<file path="src/rtl/bmcd_pkg.sv">
`timescale 1ns / 1ps
// ----------------------------------------------------------------------------
// Button multi-click detector package
// Shared types, register codes, widths and the per-count wait limit table.
// ----------------------------------------------------------------------------
package bmcd_pkg;

  // Width of the two saturating tick counters (valid from 12 to 32).
  localparam int TIME_BITS = 16;
  // Width used when a tick counter is compared against a 16-bit register.
  localparam int CMP_W     = (TIME_BITS > 16) ? TIME_BITS : 16;

  localparam int APB_AW = 5;
  localparam int APB_DW = 32;

  typedef logic [TIME_BITS-1:0] time_t;
  typedef logic [2:0]           event_t;
  typedef logic [3:0]           count_t;
  typedef logic [10:0]          limit_t;

  localparam event_t EV_NONE = 3'd0;
  localparam event_t EV_LONG = 3'd7;

  localparam count_t COUNT_MAX   = 4'd15;
  localparam count_t CLICKS_MAX  = 4'd6;
  localparam count_t LEVEL_COUNT = 4'd2;

  typedef enum logic [2:0] {
    REG_DEBOUNCE   = 3'd0,
    REG_LONG_PRESS = 3'd1,
    REG_POLL       = 3'd2,
    REG_WINDOW     = 3'd3,
    REG_REQ_HIGH   = 3'd4
  } reg_idx_t;

  typedef struct packed {
    logic [15:0] debounce_ticks;
    logic [15:0] long_press_ticks;
    logic [7:0]  poll_period;
    logic [7:0]  check_window;
    logic [7:0]  required_high;
  } cfg_t;

  // Ticks a given click count must wait before it may be confirmed.
  function automatic limit_t wait_limit(input count_t cnt);
    limit_t lim;
    case (cnt) inside
      4'd1, 4'd2: lim = 11'd400;
      4'd3:       lim = 11'd600;
      4'd4:       lim = 11'd800;
      4'd5:       lim = 11'd1200;
      4'd6:       lim = 11'd1400;
      default:    lim = 11'd0;
    endcase
    return lim;
  endfunction

endpackage

</file>
<file path="src/rtl/button_multi_click_detector_core.sv">
`timescale 1ns / 1ps
// ----------------------------------------------------------------------------
// Button multi-click detector core
// Turns one button sample per tick into click-count and long-press events.
// ----------------------------------------------------------------------------
// Usage: each input beat on in_level is one millisecond sample of the button
// pin (1 released, 0 pressed). Every accepted beat yields exactly one result
// beat on out_event_res: 0 for no event, 1 to 6 for that many clicks, 7 for a
// long press. Results leave in the order the samples arrived.
// Each result is registered: a sample accepted at one edge shows its result on
// the output from the next cycle. Throughput is one beat per cycle while
// out_ready is high; the whole tick update is a single pass of counter and
// compare logic ahead of the result register.
// in_ready is high whenever the result register is empty or is being emptied
// in the same cycle, so a stalled receiver holds the result and stops input
// after one beat, and nothing is lost or repeated.
// Reset (rst_n low, synchronous) restores the default timings, marks the
// button released, saturates both tick counters, clears the press count and
// starts in polling mode with an empty result register.
// The APB-style port writes the five settings at byte addresses 0, 4, 8, 12,
// 16 (paddr[1:0] unused); others are ignored. Change them only while idle.
// ----------------------------------------------------------------------------
module button_multi_click_detector_core (
  input  logic                        clk,
  input  logic                        rst_n,
  input  logic                        in_valid,
  output logic                        in_ready,
  input  logic                        in_level,
  output logic                        out_valid,
  input  logic                        out_ready,
  output logic [2:0]                  out_event_res,
  input  logic                        psel,
  input  logic                        penable,
  input  logic                        pwrite,
  input  logic [bmcd_pkg::APB_AW-1:0] paddr,
  input  logic [bmcd_pkg::APB_DW-1:0] pwdata,
  output logic [bmcd_pkg::APB_DW-1:0] prdata,
  output logic                        pready
);
  import bmcd_pkg::*;

  cfg_t   cfg;
  event_t ev;
  logic   accept;
  logic   can_load;

  // A sample is taken only when the result register can take its event.
  assign in_ready = can_load;
  assign accept   = in_valid & can_load;

  bmcd_cfg_regs u_cfg (
    .clk     (clk),
    .rst_n   (rst_n),
    .psel    (psel),
    .penable (penable),
    .pwrite  (pwrite),
    .paddr   (paddr),
    .pwdata  (pwdata),
    .prdata  (prdata),
    .pready  (pready),
    .cfg     (cfg)
  );

  bmcd_tick u_tick (
    .clk     (clk),
    .rst_n   (rst_n),
    .tick_en (accept),
    .level   (in_level),
    .cfg     (cfg),
    .ev      (ev)
  );

  bmcd_out_stage u_out (
    .clk           (clk),
    .rst_n         (rst_n),
    .load          (accept),
    .ev            (ev),
    .can_load      (can_load),
    .out_valid     (out_valid),
    .out_ready     (out_ready),
    .out_event_res (out_event_res)
  );

endmodule

</file>
<file path="src/rtl/bmcd_cfg_regs.sv">
`timescale 1ns / 1ps
// ----------------------------------------------------------------------------
// Button multi-click detector configuration registers
// APB-style register file holding the five timing and threshold settings.
// ----------------------------------------------------------------------------
module bmcd_cfg_regs (
  input  logic                       clk,
  input  logic                       rst_n,
  input  logic                       psel,
  input  logic                       penable,
  input  logic                       pwrite,
  input  logic [bmcd_pkg::APB_AW-1:0] paddr,
  input  logic [bmcd_pkg::APB_DW-1:0] pwdata,
  output logic [bmcd_pkg::APB_DW-1:0] prdata,
  output logic                       pready,
  output bmcd_pkg::cfg_t             cfg
);
  import bmcd_pkg::*;

  cfg_t     cfg_r;
  cfg_t     cfg_nxt;
  reg_idx_t idx;
  logic     wr_en;

  assign idx    = reg_idx_t'(paddr[APB_AW-1:2]);
  assign wr_en  = psel & penable & pwrite;
  assign pready = 1'b1;
  assign cfg    = cfg_r;

  always_comb begin
    cfg_nxt = cfg_r;
    if (wr_en) begin
      unique case (idx)
        REG_DEBOUNCE:   cfg_nxt.debounce_ticks   = pwdata[15:0];
        REG_LONG_PRESS: cfg_nxt.long_press_ticks = pwdata[15:0];
        REG_POLL:       cfg_nxt.poll_period      = pwdata[7:0];
        REG_WINDOW:     cfg_nxt.check_window     = pwdata[7:0];
        REG_REQ_HIGH:   cfg_nxt.required_high    = pwdata[7:0];
        default:        cfg_nxt = cfg_r;
      endcase
    end
  end

  always_comb begin
    unique case (idx)
      REG_DEBOUNCE:   prdata = APB_DW'(cfg_r.debounce_ticks);
      REG_LONG_PRESS: prdata = APB_DW'(cfg_r.long_press_ticks);
      REG_POLL:       prdata = APB_DW'(cfg_r.poll_period);
      REG_WINDOW:     prdata = APB_DW'(cfg_r.check_window);
      REG_REQ_HIGH:   prdata = APB_DW'(cfg_r.required_high);
      default:        prdata = '0;
    endcase
  end

  always_ff @(posedge clk) begin
    if (!rst_n) begin
      cfg_r.debounce_ticks   <= 16'd200;
      cfg_r.long_press_ticks <= 16'd4000;
      cfg_r.poll_period      <= 8'd100;
      cfg_r.check_window     <= 8'd200;
      cfg_r.required_high    <= 8'd199;
    end else begin
      cfg_r <= cfg_nxt;
    end
  end

endmodule

</file>
<file path="src/rtl/bmcd_tick.sv">
`timescale 1ns / 1ps
// ----------------------------------------------------------------------------
// Button multi-click detector tick logic
// Holds the detector state and advances it by one tick per accepted sample.
// ----------------------------------------------------------------------------
module bmcd_tick (
  input  logic              clk,
  input  logic              rst_n,
  input  logic              tick_en,
  input  logic              level,
  input  bmcd_pkg::cfg_t    cfg,
  output bmcd_pkg::event_t  ev
);
  import bmcd_pkg::*;

  logic   prev_level_r,    prev_level_nxt;
  time_t  since_press_r,   since_press_nxt;
  time_t  since_first_r,   since_first_nxt;
  count_t press_count_r,   press_count_nxt;
  logic [7:0] poll_timer_r,   poll_timer_nxt;
  logic       checking_r,     checking_nxt;
  logic [7:0] window_timer_r, window_timer_nxt;
  logic [7:0] high_samples_r, high_samples_nxt;
  count_t latched_count_r, latched_count_nxt;

  time_t      sp_inc;
  time_t      sf_inc;
  logic [CMP_W-1:0] sp_ext;
  logic       long_hit;
  logic       click_hit;

  always_comb begin
    prev_level_nxt    = level;
    since_press_nxt   = since_press_r;
    since_first_nxt   = since_first_r;
    press_count_nxt   = press_count_r;
    poll_timer_nxt    = poll_timer_r;
    checking_nxt      = checking_r;
    window_timer_nxt  = window_timer_r;
    high_samples_nxt  = high_samples_r;
    latched_count_nxt = latched_count_r;
    ev                = EV_NONE;
    long_hit          = 1'b0;
    click_hit         = 1'b0;

    // Both counters saturate at all ones.
    sp_inc = (&since_press_r) ? since_press_r : since_press_r + 1'b1;
    sf_inc = (&since_first_r) ? since_first_r : since_first_r + 1'b1;
    since_press_nxt = sp_inc;
    since_first_nxt = sf_inc;

    // A falling edge restarts the press timer; the press counts only past debounce.
    if (prev_level_r && !level) begin
      since_press_nxt = '0;
      if (CMP_W'(sf_inc) > CMP_W'(cfg.debounce_ticks)) begin
        since_first_nxt = '0;
        if (press_count_r != COUNT_MAX) begin
          press_count_nxt = press_count_r + 1'b1;
        end
      end
    end

    sp_ext = CMP_W'(since_press_nxt);

    if (checking_r) begin
      if (level && (high_samples_r != 8'hFF)) begin
        high_samples_nxt = high_samples_r + 1'b1;
      end
      if (window_timer_r != 8'hFF) begin
        window_timer_nxt = window_timer_r + 1'b1;
      end
      if (window_timer_nxt >= cfg.check_window) begin
        if (high_samples_nxt >= cfg.required_high) begin
          ev              = event_t'(latched_count_r);
          press_count_nxt = '0;
          since_press_nxt = '1;
        end
        checking_nxt   = 1'b0;
        poll_timer_nxt = '0;
      end
    end else begin
      if (poll_timer_r != 8'hFF) begin
        poll_timer_nxt = poll_timer_r + 1'b1;
      end
      if (poll_timer_nxt >= cfg.poll_period) begin
        poll_timer_nxt = '0;
        long_hit  = (sp_ext > CMP_W'(cfg.long_press_ticks)) && !level &&
                    (press_count_nxt != '0);
        click_hit = (press_count_nxt != '0) && (press_count_nxt <= CLICKS_MAX) &&
                    (sp_ext >= CMP_W'(wait_limit(press_count_nxt))) &&
                    ((press_count_nxt > LEVEL_COUNT) || level);
        if (long_hit) begin
          ev              = EV_LONG;
          press_count_nxt = '0;
          since_press_nxt = '1;
        end else if (click_hit) begin
          checking_nxt      = 1'b1;
          latched_count_nxt = press_count_nxt;
          window_timer_nxt  = '0;
          high_samples_nxt  = '0;
        end
      end
    end
  end

  always_ff @(posedge clk) begin
    if (!rst_n) begin
      prev_level_r    <= 1'b1;
      since_press_r   <= '1;
      since_first_r   <= '1;
      press_count_r   <= '0;
      poll_timer_r    <= '0;
      checking_r      <= 1'b0;
      window_timer_r  <= '0;
      high_samples_r  <= '0;
      latched_count_r <= '0;
    end else if (tick_en) begin
      prev_level_r    <= prev_level_nxt;
      since_press_r   <= since_press_nxt;
      since_first_r   <= since_first_nxt;
      press_count_r   <= press_count_nxt;
      poll_timer_r    <= poll_timer_nxt;
      checking_r      <= checking_nxt;
      window_timer_r  <= window_timer_nxt;
      high_samples_r  <= high_samples_nxt;
      latched_count_r <= latched_count_nxt;
    end
  end

endmodule

</file>
<file path="src/rtl/bmcd_out_stage.sv">
`timescale 1ns / 1ps
// ----------------------------------------------------------------------------
// Button multi-click detector result register
// Holds one result beat and lets a new one in as the old one leaves.
// ----------------------------------------------------------------------------
module bmcd_out_stage (
  input  logic             clk,
  input  logic             rst_n,
  input  logic             load,
  input  bmcd_pkg::event_t ev,
  output logic             can_load,
  output logic             out_valid,
  input  logic             out_ready,
  output bmcd_pkg::event_t out_event_res
);
  import bmcd_pkg::*;

  logic   valid_r, valid_nxt;
  event_t data_r;

  assign can_load      = !valid_r || out_ready;
  assign out_valid     = valid_r;
  assign out_event_res = data_r;

  always_comb begin
    valid_nxt = valid_r;
    if (load) begin
      valid_nxt = 1'b1;
    end else if (out_ready) begin
      valid_nxt = 1'b0;
    end
  end

  always_ff @(posedge clk) begin
    if (!rst_n) begin
      valid_r <= 1'b0;
    end else begin
      valid_r <= valid_nxt;
    end
  end

  always_ff @(posedge clk) begin
    if (load) begin
      data_r <= ev;
    end
  end

endmodule
</file>
<file path="config.mk">
export PLATFORM = sky130hd
export DESIGN_NAME = button_multi_click_detector_core
export DESIGN_NICKNAME = d
export VERILOG_FILES = /design/src/rtl/bmcd_pkg.sv /design/src/rtl/button_multi_click_detector_core.sv /design/src/rtl/bmcd_cfg_regs.sv /design/src/rtl/bmcd_tick.sv /design/src/rtl/bmcd_out_stage.sv
export SDC_FILE = /design/constraint.sdc
export NUM_CORES = 1
export LEC_CHECK = 0
export ABC_AREA = 1
export BUFFER_PORTS_ARGS = -buffer_cell sky130_fd_sc_hd__clkbuf_2
export CORE_MARGIN = 5
export CORE_UTILIZATION = 60
export DETAILED_ROUTE_END_ITERATION = 16
export PLACE_DENSITY = 0.84
export REMOVE_ABC_BUFFERS = 1
export SLEW_MARGIN = 20
export SYNTH_ARGS = -nofsm -noshare
export SYNTH_HDL_FRONTEND = slang
export SYNTH_SLANG_ARGS = --single-unit
</file>
<file path="constraint.sdc">
create_clock -name clk -period 5.2 [get_ports clk]
set_input_delay 0.26 -clock clk [delete_from_list [all_inputs] [get_ports clk]]
set_output_delay 0.26 -clock clk [all_outputs]
set_load 0.03 [all_outputs]
</file>
# == Yosys cells after proc, flatten, opt, wreduce, memory -nomap -nowiden ==
# Cells that the tools add are included.
# totals
out_inout_bits,38
in_bits,45
wordCells,130
ff_bits,125
# op_classes
add_sub_neg,6
n_mux,52
bitwise_logic,5
n_lt_le_gt_ge,8
n_eq_ne,16
reduce_logical,27
# ops
op,n
$mux W16,10
$mux W8,14
$pmux W16 S5,1
$mux W11,7
$add A16 B1 Y16 const B,2
$gt A16 B16 Y1,2
$mux W4,8
$reduce_and A16 Y1,2
$add A8 B1 Y8 const B,3
$ge A8 B8 Y1,3
$ne A8 B8 Y1 const B,3
$ge A16 B11 Y1,1
$mux W3,5
$eq A4 B3 Y1 const B,3
$reduce_and A2 Y1,6
$eq A4 B2 Y1 const B,2
$logic_and A1 B1 Y1,7
$mux W1,7
$eq A3 B2 Y1 const B,2
$reduce_bool A2 Y1,3
$reduce_and A5 Y1,1
$add A4 B1 Y4 const B,1
$eq A4 B1 Y1 const B,1
$gt A4 B2 Y1 const B,1
14 further kinds,19

# == Depth between registers and ports, before layout ==
# Gate-level depths: netlist (run 1).
# logic_depth
ltp_word,20
mapped_depth,38
ltp_nobuf,38

# == Modules after synthesis ==
# From an unflattened synthesis (run 1), not the netlist that was laid out.
# hier_totals
cells_unflattened,1387
hier_area_um2,8964.8
# modules_own_cells
mod,seq_area_each_um2,area_each_um2,n_inst,cells_per_inst
bmcd_tick,1301.2,5940.7,1,919
bmcd_cfg_regs,1121.1,2880.3,1,457
bmcd_out_stage,110.1,136.4,1,9
button_multi_click_detector_core,0.0,7.5,1,2

# == Least setup slack after synthesis (run 1) ==
# Ideal clock, no wire load.
# synth_timing
path_kind,flip-flop to flip-flop
from,register u_tick.since_first_r[0]
to,register u_tick.high_samples_r[0]
required_time_ns,5.065
setup_time_ns,0.135
synth_period_minus_slack_ns,4.469
path_stages_with_launch,35
arrival_time_ns,4.334
slack_ns,0.731
n_path_buf,1
cell_sequence,dfxtp_1 -> ha_1 -> inv_1 -> nor3_1 -> nand3_1 -> nor4_1 -> nor2_1 -> nand2_1 -> inv_1 -> nand2_1 -> xnor2_1 -> ha_1 -> nand2_1 -> nor2_1 -> nand4_1 -> nor2_1 -> nor2_2 -> nand3_1 -> nand2_1 -> nand2_1 -> nand2_1 -> nand2_1 -> nor2_1 -> nand2_1 -> ha_1 -> nand4_1 -> nor2_1 -> nand4_1 -> nor2_1 -> nor2_2 -> nor2_2 -> nand2_4 -> buf_12 -> nand3_2 -> a21oi_2
# synth_between
elab_chain_cells,18
elab_cells_between_ends,32
classes_between,add/sub: 1; order compare: 4; eq/ne: 7; mux: 10; reduce/logical: 10
# synth_rtl
element,line,rtl
"start, declared",bmcd_tick.sv:18,"time_t since_first_r, since_first_nxt;"
"start signal, assigned",bmcd_tick.sv:120,since_first_r <= since_first_nxt;
$add A16 B1 Y16 / $reduce_and A16 Y1 (equally long branches),bmcd_tick.sv:48,sf_inc = (&since_first_r) ? since_first_r : since_first_r + 1'b1;
$mux W16 *,bmcd_tick.sv:48,
$gt A16 B16 Y1 *,bmcd_tick.sv:55,if (CMP_W'(sf_inc) > CMP_W'(cfg.debounce_ticks)) begin
$mux W4 *,bmcd_tick.sv:55,
$mux W4 *,bmcd_tick.sv:53,if (prev_level_r && !level) begin
$eq A4 B3 Y1,bmcd_tick.sv:90,(sp_ext >= CMP_W'(wait_limit(press_count_nxt))) &&
$mux W11 (5 in a row),bmcd_pkg.sv:47,case (cnt) inside
$mux W11,bmcd_tick.sv:85,if (poll_timer_nxt >= cfg.poll_period) begin
$mux W11,bmcd_tick.sv:65,if (checking_r) begin
$ge A16 B11 Y1,bmcd_tick.sv:90,
$logic_and A1 B1 Y1,bmcd_tick.sv:89,click_hit = (press_count_nxt != '0) && (press_count_nxt <= CLICKS_MAX) &&
$logic_and A1 B1 Y1,bmcd_tick.sv:90,
$reduce_bool A2 Y1 (no source line),n/a,
$reduce_and A4 Y1 (no source line) *,n/a,
"end signal, assigned",bmcd_tick.sv:125,high_samples_r <= high_samples_nxt;
"end, declared",bmcd_tick.sv:23,"logic [7:0] high_samples_r, high_samples_nxt;"
# Mark *: on every way between the ends. The rest lies on a longest branch, timed or not. The select of a mux whose other input is x is not followed.
# A chain may end at the register's enable or synchronous reset.

# == Worst setup path after layout (run 1) ==
# layout_timing
from,register u_tick.since_first_r[0]
to,register u_tick.window_timer_r[6]
# layout_between
elab_chain_cells,18
elab_cells_between_ends,32
classes_between,add/sub: 1; order compare: 4; eq/ne: 7; mux: 10; reduce/logical: 10
# layout_rtl
element,line,rtl
$add A16 B1 Y16 / $reduce_and A16 Y1 (equally long branches),bmcd_tick.sv:48,
$mux W16 *,bmcd_tick.sv:48,
$gt A16 B16 Y1 *,bmcd_tick.sv:55,
$mux W4 *,bmcd_tick.sv:55,
$mux W4 *,bmcd_tick.sv:53,
$eq A4 B3 Y1,bmcd_tick.sv:90,
$mux W11 (5 in a row),bmcd_pkg.sv:47,
$mux W11,bmcd_tick.sv:85,
$mux W11,bmcd_tick.sv:65,
$ge A16 B11 Y1,bmcd_tick.sv:90,
$logic_and A1 B1 Y1,bmcd_tick.sv:89,
$logic_and A1 B1 Y1,bmcd_tick.sv:90,
$reduce_bool A2 Y1 (no source line),n/a,
$reduce_and A4 Y1 (no source line) *,n/a,
"end signal, assigned",bmcd_tick.sv:124,window_timer_r <= window_timer_nxt;
"end, declared",bmcd_tick.sv:22,"logic [7:0] window_timer_r, window_timer_nxt;"
# Marks and branches as above.

==> results.md, run 1 <==
- Critical path data required time: 5490 ps
- H-Tree Depth: 4
- Leak: 4.20 nW
- Post-Syn Area: 8090 um2
- Skew-Pair Late Insertion Delay: 430 ps
- VDD IR max: 0.253 mV
- Layout Nets: 1293
- Area delta synth->final: 12.8%
- Critical Path Fanout Max: 8
- Post-CTS Hold Buffers: 0
- Worst Skew: 8.67 ps
- Kind of end point of the critical path: flip-flop
- Largest net degree at the start of global routing: 72
- Post-Route WL: 21100 um
- CP max stage cell: dfxtp_2
- Starting Density: 61.1%
- Post-synth ARST share: 0%
- Root Driver: clkbuf_16
- Gr usage total: 25.5%
- Worst slew pin tran: 954 ps
- Boundary Pins: 83
- Std-Cell Rows: 42
- IO Port Bufs: 47
- Clock Path Buffers: 2
- Critical Path Start Type: flip-flop
- Worst Setup Path Type: reg -> reg
- Slowest stage delay, CP: 350 ps
- Hold Violations, Final: 0
- Core area: 13200 um2
- Synth area leaders: dfxtp_1 30%, ha_1 11%, nand2_1 9.8%
- Largest area contributor in the netlist: dfxtp_1
- Post-synth EDFFs: 3
- Post-route ant nets: 0
- Router iterations before antenna repair: 6
- Setup-failing EPs final: 0
- Sequential area share after synthesis: 31.3%
- Post-route DRC: 0
- Gr ovfl total: 0
- FF+latch count, synth: 125
- Ys flop type: dfxtp_1
- Vias in the first global route: 7112
- Clk sink count: 125
- Gate count of the mapped netlist: 1133
- Die Ht: 126 um
- Rel. slew slack: 36.2%
- Initial antenna violation count: 0
- Gpl congestion: 0.928
- # Max-Cap Violations: 0
- Min cycle time layout: 4930 ps
- CP arrival: 5230 ps
- Placed instance count: 1329
- Clk pin slew, worst setup/hold paths: 50 ps
- Die area: 15900 um2
- Post-synth top area share: 30.2%
- Avg WL per Cell: 15.4 um
- Final period utilization: 94.9%
- Dpl cell area: 8360 um2
- Min-delay worst type: in -> reg
- DR vias: 7853
- Fin. max-slew vios: 0
- CTS buffer count: 17
- Outcome: finished clean
- Worst path bufs/invs: 1
- Synth unique cells: 48
- DIE WIDTH: 126 um
- CP top delay family: simple AND/OR/NAND/NOR gates
- Via/cell ratio: 5.74
- Post-route insts no fill: 1367
- Hpwl dp: 14700 um
- CTS tree: done
- Initial drt markers: 782
- Global-route wire length before repair: 33500 um
- Layout cells sized above 1: 13.2%
- Synth warnings: 0
- Commonest cells in the synthesized netlist: 211 x nand2_1, 153 x inv_1, 122 x dfxtp_1
- PD cells: 313 nW/um2
- Avg Cell Area, Syn: 7.14 um2
- Inserted Diodes: 0
- Most frequent cell after synthesis: nand2_1
- Final Cell Area: 9130 um2
- Fmax: 203 MHz
through the flow:
step                hold slack, ps  util (%)  TNS (ps)  worst slack [ps]  power, mW
floorplan                      344         -         0               733       1.46
global placement               456      63.1         0               215       1.58
detailed placement             468      63.1         0              16.1       1.60
CTS                           74.2      67.7         0              54.0       2.82
global route                  84.4      69.0     -1240              -110       3.00
finish                        86.6      69.0         0               266       2.86
what timing repair did:
item / in CTS / in global routing
endpoints found under the setup margin: 19 / 20
gates resized for setup: 2 / 30
pin swaps: 0 / 11
gates cloned: 0 / 1
hold endpoints to repair: 0 / 0
setup buffers: 0 / 5
worst paths after layout:
path                            start                       end  slack [ps]  depth (start not counted)
min reg2reg  u_tick.high_samples_r[3]  u_tick.high_samples_r[3]         470                          2
max reg2reg   u_tick.since_first_r[0]  u_tick.window_timer_r[6]         270                         33
max           u_tick.since_first_r[0]  u_tick.window_timer_r[6]         270                         33
min                        pwdata[10]             u_cfg.cfg[34]          90                          3
worst register-to-register path: cells and delay by family, from the launching register on:
kind                       cells  cell delay, ps
AOI/OAI and AO/OA              1              80
and+or+nand+nor               27            3380
xor gates and xnor gates       1             160
buffers and inverters          1              80
adders and majority gates      3             740
DFF                            1             350
placed cells by master, fill, tap and decap left out, types with 13 or more instances in the layout:
cell | netlist | routed
clkbuf_16 | 0 | 17
xor2_1 | 22 | 22
o22ai_1 | 15 | 15
nor2_1 | 72 | 62
o21ai_0 | 85 | 85
inv_1 | 153 | 153
clkbuf_2 | 0 | 47
dfxtp_1 | 122 | 120
a21oi_1 | 119 | 119
nand2_1 | 211 | 205
nor2_2 | 8 | 13
nand4_1 | 19 | 19
ha_1 | 70 | 70
conb_1 | 2 | 17
nand3_1 | 51 | 50
nor3_1 | 19 | 18
o211ai_1 | 34 | 34
power breakdown:
part	total, mW	switching, mW	internal, mW
Combinational	0.605	0.403	0.202
Clock	1.22	0.421	0.800
Sequential	1.03	0.0350	1.00
sequential cells by signal (all words and copies together), names as in the netlist:
| register | cells |
|---|---|
| u_cfg.cfg | 56 |
| u_out.out_event_res | 3 |
| u_out.out_valid | 1 |
| u_tick.checking_r | 1 |
| u_tick.high_samples_r | 8 |
| u_tick.latched_count_r | 3 |
| u_tick.poll_timer_r | 8 |
| u_tick.press_count_r | 4 |
| u_tick.prev_level_r | 1 |
| u_tick.since_first_r | 16 |
| u_tick.since_press_r | 16 |
| u_tick.window_timer_r | 8 |
layer usage:
metal	part of all wire, %	wire [um]	track usage, %
met1	42	8960	31.2
met2	49	10300	44.1
met3	6.3	1330	5.84
met4	2.1	453	9.09
met5	0	0	0
cell type report:
cell class	instances	area [um2]
multi-input combinational	817	4860
sequential	125	2530
clock inverter	7	110
clock buffer	25	495
inverter	159	597
tap	176	220
fill	1100	4110
timing repair buffer	58	318
kinds of logic (layout without fill, tap and decap cells):
| group | after synthesis | count (layout) | synth area share [%] |
|---|---|---|---|
| XOR/XNOR | 31 | 31 | 3.36 |
| AO/OA/AOI/OAI | 286 | 286 | 20.3 |
| multiplexers | 2 | 2 | 0.278 |
| other | 2 | 17 | 0.0928 |
| AND/OR/NAND/NOR | 410 | 411 | 22.8 |
| adder cells (fa/ha/maj) | 70 | 70 | 10.8 |
| flip-flops | 125 | 125 | 31.3 |
| buffers and inverters | 207 | 249 | 11.0 |
No activity file was read; power rests on OpenSTA's default activity.
==> inputs of run 2 (changes only) <==
==> constraint.sdc (replaced) <==
create_clock -name clk -period 5.5 [get_ports clk]
set_input_delay 0.275 -clock clk [delete_from_list [all_inputs] [get_ports clk]]
set_output_delay 0.275 -clock clk [all_outputs]
set_load 0.03 [all_outputs]
==> run 2 against run 1 <==
Effect of this change:
- clock-buffer cell count unchanged
- via count barely moved
- sequential share of layout area up 0.35 points
- critical endpoint is now u_tick.window_timer_r[5]
- critical path type unchanged
- non-clock buffer count shrank 4
- register-to-register slack improved by 230 ps
==> results.md, run 2 (same netlist as run 1, synthesis figures left out) <==
- Worst slew pin tran: 967 ps
- P_sw: 0.798 mW
- Skew-Pair Late Insertion Delay: 430 ps
- Global-route wire length before repair: 34700 um
- CTS buffer count: 17
- DR vias: 7858
- DIE WIDTH: 126 um
- Clock Path Buffers: 2
- Post-Route WL: 21200 um
- Final period utilization: 91.0%
- Root Driver: clkbuf_16
- Vias in the first global route: 7454
- Fin. max-slew vios: 0
- Pre-CTS setup slack: 444 ps
- CTS tree: done
- Avg WL per Cell: 15.5 um
- Post-route DRC: 0
- Min-delay worst type: in -> reg
- Die area: 15900 um2
- Post-route ant nets: 0
- RSZ-0062 raised after global routing: no
- Kind of end point of the critical path: flip-flop
- Placed instance count: 1330
- Clk pin slew, worst setup/hold paths: 60 ps
- Gpl congestion: 0.913
- Worst path bufs/invs: 4
- Min cycle time layout: 5000 ps
- Number of flip-flops in the largest register: 56
- Part of the power in combinational logic: 20.1%
- Post-route insts no fill: 1362
- Final Cell Area: 9010 um2
- Flop pwr share: 36.0%
- CP max stage cell: dfxtp_1
- Area delta synth->final: 11.3%
- Initial antenna violation count: 0
- Boundary Pins: 83
- Clk sink count: 125
- Layout fillers: 1158
- PD cells: 301 nW/um2
- Critical Path Fanout Max: 16
- # Max-Cap Violations: 0
- Post-CTS Hold Buffers: 0
- Dpl cell area: 8370 um2
- Gr usage total: 26.2%
- Most common cell after layout, fill and taps aside: nand2_1
- Initial drt markers: 696
- Critical path data required time: 5780 ps
- Hold Violations, Final: 0
- Slowest stage delay, CP: 420 ps
- Most used cell, CP: nand2_1
- Inserted Diodes: 0
- CP top delay family: simple AND/OR/NAND/NOR gates
- VDD IR max: 0.224 mV
- Layout Nets: 1288
- Int Pwr: 1.92 mW
- Via/cell ratio: 5.77
- Most frequent cells in the layout: 210 x nand2_1, 153 x inv_1, 122 x dfxtp_1
- Critical Path Start Type: flip-flop
- Hpwl dp: 15000 um
- IO Port Bufs: 47
- Std-Cell Rows: 42
- Leak: 4.17 nW
- Outcome: finished clean
- Gr ovfl total: 0
- Switch share: 29.4%
- Fmax: 200 MHz
- Starting Density: 61.1%
- Clock group share of total power: 43.9%
- Die Ht: 126 um
- Final worst slack: 496 ps
- Rel. slew slack: 35.3%
- Setup-failing EPs final: 0
- Layout cells sized above 1: 11.2%
- Largest net degree at the start of global routing: 73
- Final TNS setup: 0 ps
- Worst Setup Path Type: reg -> reg
- Router iterations before antenna repair: 6
- H-Tree Depth: 4
- Core area: 13200 um2
- Worst Skew: 6.46 ps
- CP arrival: 5290 ps
==> run 2: changes by cell type in the layout (fill, tap and decap cells not counted), sizes merged <==
cell,before,now
nand2,217,216
bufinv,3,4
clkinv,8,7
buf,11,7
==> run 2: per-stage QoR <==
step / power, mW / hold WS (ps) / utilization (%)
6_report: 2.71 / 111 / 68.0
3_5_place_dp: 1.52 / 471 / 63.2
3_3_place_gp: 1.50 / 457 / 63.2
5_1_grt: 2.84 / 109 / 68.0
4_1_cts: 2.71 / 99.5 / 67.9
2_1_floorplan: 1.38 / 359 / -
==> run 2: final cells by class <==
cell class,count,area [um2],area share [%]
Multi-Input combinational cell,816,4750,52.7
Sequential cell,125,2530,28.1
Inverter,159,597,6.62
Clock buffer,25,485,5.39
Timing Repair Buffer,54,288,3.19
Tap cell,176,220,2.44
Clock inverter,7,135,1.50
==> run 2: final timing paths <==
path	cells after the start	end	slack [ps]	startpoint
max reg2reg	32	u_tick.window_timer_r[5]	500	u_tick.since_first_r[13]
max	32	u_tick.window_timer_r[5]	500	u_tick.since_first_r[13]
min reg2reg	2	u_tick.high_samples_r[3]	480	u_tick.high_samples_r[3]
min	3	u_cfg.cfg[32]	110	pwdata[8]
==> run 2: worst min-delay path: stages <==
cell and delay [ps]:
clkbuf_2 100, nand2_1 50, o211ai_1 70
==> run 2: power groups by stage <==
| stage | Combinational, mW | Sequential (mW) | Clock, mW |
|---|---|---|---|
| global placement | 0.502 | 0.994 | 0 |
| detailed placement | 0.521 | 0.995 | 0 |
| CTS | 0.533 | 0.977 | 1.20 |
| floorplan | 0.390 | 0.990 | 0 |
| global route | 0.614 | 0.982 | 1.24 |
| finish | 0.545 | 0.978 | 1.19 |
==> run 2: what timing repair did <==
action                     4_1_cts  5_1_grt
setup endpoints to repair        0       20
resized for setup                0        6
setup buffers                    0        0
==> run 2: metal layers <==
| metal | GRT usage (%) | share of wire (%) | vias up |
|---|---|---|---|
| met1 | 32.4 | 41 | 3594 |
| met5 | 0 | 0 | - |
| met3 | 4.91 | 6.8 | 61 |
| li1 | - | - | 3884 |
| met2 | 44.6 | 48 | 319 |
| met4 | 11.5 | 3.5 | 0 |
==> inputs of run 3 (changes only) <==
--- a/config.mk
+++ b/config.mk
@@ -6,7 +6,7 @@
 export NUM_CORES = 1
 export LEC_CHECK = 0
 export ABC_AREA = 1
-export BUFFER_PORTS_ARGS = -buffer_cell sky130_fd_sc_hd__clkbuf_2
+export BUFFER_PORTS_ARGS = -buffer_cell sky130_fd_sc_hd__buf_2
 export CORE_MARGIN = 5
 export CORE_UTILIZATION = 60
 export DETAILED_ROUTE_END_ITERATION = 16
==> run 3 against run 2 <==
Effect of this change:
- global-route usage down 0.62 points
- combinational power down 2%
- die area stayed put
- sequential power hardly changed
- clock-buffer cell count decreased by 7
- setup slack gained 4.4 ps
- routed wire length is 4.4% lower
- maximum frequency is essentially flat
- via count shrank 1.4%
- total power down 5.4%
- largest power group unchanged
==> results.md, run 3 (same netlist as run 1, synthesis figures left out) <==
- Clk sink count: 125
- Via/cell ratio: 5.69
- Vias in the first global route: 7338
- IO Port Bufs: 47
- Skew-Pair Late Insertion Delay: 440 ps
- Clock Path Buffers: 2
- Fin. max-slew vios: 0
- PD cells: 287 nW/um2
- Fmax: 200 MHz
- Hold_ws: 97.9 ps
- Largest net degree at the start of global routing: 73
- Min-delay worst type: in -> reg
- Die Ht: 126 um
- DR vias: 7751
- Critical path data required time: 5800 ps
- Critical Path Start Type: flip-flop
- CTS tree: done
- Most common cell after layout, fill and taps aside: nand2_1
- Final Cell Area: 8950 um2
- Number of flip-flops in the largest register: 56
- Critical Path Fanout Max: 16
- Pre-CTS setup slack: 396 ps
- H-Tree Depth: 4
- Dpl cell area: 8370 um2
- Post-route ant nets: 0
- Global-route wire length before repair: 33700 um
- Std-Cell Rows: 42
- CP arrival: 5300 ps
- Worst reg2reg setup slack: 500 ps
- Gr usage total: 25.6%
- Worst slew pin tran: 900 ps
- DIE WIDTH: 126 um
- Post-CTS Hold Buffers: 0
- Kind of end point of the critical path: flip-flop
- Worst Setup Path Type: reg -> reg
- Layout cells sized above 1: 11.6%
- Layout Nets: 1289
- Reg2Reg Depth: 33
- VDD IR max: 0.232 mV
- Final TNS setup: 0 ps
- Total power draw: 2.57 mW
- Leak: 4.13 nW
- Area of the multi-input gates: 4750 um2
- Hpwl dp: 14600 um
- CTS buffer count: 17
- Initial drt markers: 720
- Worst r2r src: u_tick.since_first_r[0]
- Min cycle time layout: 5000 ps
- Area delta synth->final: 10.7%
- Most frequent cells in the layout: 211 x nand2_1, 153 x inv_1, 122 x dfxtp_1
- Worst Skew: 11.1 ps
- Inserted Diodes: 0
- # Max-Cap Violations: 0
- Hold Violations, Final: 0
- Starting Density: 61.1%
- Clk pin slew, worst setup/hold paths: 60 ps
- Boundary Pins: 83
- Slowest stage delay, CP: 390 ps
- Router iterations before antenna repair: 5
- Hold wc startpoint: pwdata[10]
- Root Driver: clkbuf_16
- RSZ-0062 raised after global routing: no
- Die area: 15900 um2
- Final worst slack: 501 ps
- Outcome: finished clean
- R2R Path End: u_tick.window_timer_r[2]
- Gr ovfl total: 0
- Initial antenna violation count: 0
- Rel. slew slack: 39.5%
- Avg WL per Cell: 14.8 um
- Post-Route WL: 20200 um
- CP max stage cell: dfxtp_1
- Core area: 13200 um2
- WHS Path Cells: 3
- Final period utilization: 90.9%
- Layout fillers: 1143
- Gpl congestion: 0.909
- Hold worst-path end: u_cfg.cfg[34]
- Reg area: 2530 um2
- Setup-failing EPs final: 0
- Post-route DRC: 0
-- run 3: cell count changes in the layout (fill, tap and decap cells not counted), sizes merged --
cell / previous run / this run
buf: 7 / 55
clkinv: 7 / 9
bufinv: 4 / 1
clkinvlp: 0 / 7
clkbuf: 72 / 18
inv: 155 / 156
-- run 3: worst max path at each step --
stage | start | end | cells past startpoint
global placement | u_tick.since_first_r[0] | u_tick.window_timer_r[1] | 33
global route | u_tick.since_first_r[0] | u_tick.window_timer_r[2] | 34
floorplan | u_tick.since_first_r[0] | u_tick.window_timer_r[1] | 33
detailed placement | u_tick.since_first_r[0] | u_tick.window_timer_r[6] | 33
CTS | u_tick.since_first_r[0] | u_tick.window_timer_r[2] | 33
finish | u_tick.since_first_r[0] | u_tick.window_timer_r[2] | 33
-- run 3: worst max-delay path: cells and delay by family, from the launching register on --
| family | cells | cell delay (ps) |
|---|---|---|
| AO/OA/AOI/OAI | 2 | 230 |
| XOR/XNOR | 1 | 160 |
| adder cells (fa/ha/maj) | 3 | 770 |
| buffers and inverters | 2 | 160 |
| flip-flops | 1 | 390 |
| AND/OR/NAND/NOR | 25 | 3150 |
-- run 3: timing repair --
action                                  4_1_cts  5_1_grt
endpoints found under the setup margin        0       20
resized for setup                             0        5
setup buffers                                 0        0
-- run 3: through the flow --
step | utilization [%] | std cells
finish | 67.6 | 1363
global route | 67.6 | 1363
CTS | 67.5 | 1363
detailed placement | 63.2 | 1331
global placement | 63.2 | 1331
floorplan | - | 1100
-- run 3: power by group --
group	total, mW	leakage [nW]	internal, mW	switching [mW]
registers	0.976	1.03	0.945	0.0318
clock network	1.06	0.256	0.628	0.429
logic	0.534	2.85	0.179	0.356
-- run 3: area by class of cell --
type,count,share of cell area (%)
clock buffer,18,4.90
sequential,125,28.3
clock inverter,14,1.34
inverter,159,6.67
timing repair buffer,55,3.30
multi-input combinational,816,53.0
tap,176,2.46
-- run 3: layer usage --
layer	GRT usage, %	part of all wire [%]
met1	31.2	42
met2	42.6	47
met3	5.42	6.8
met4	13.3	3.8
met5	0	0
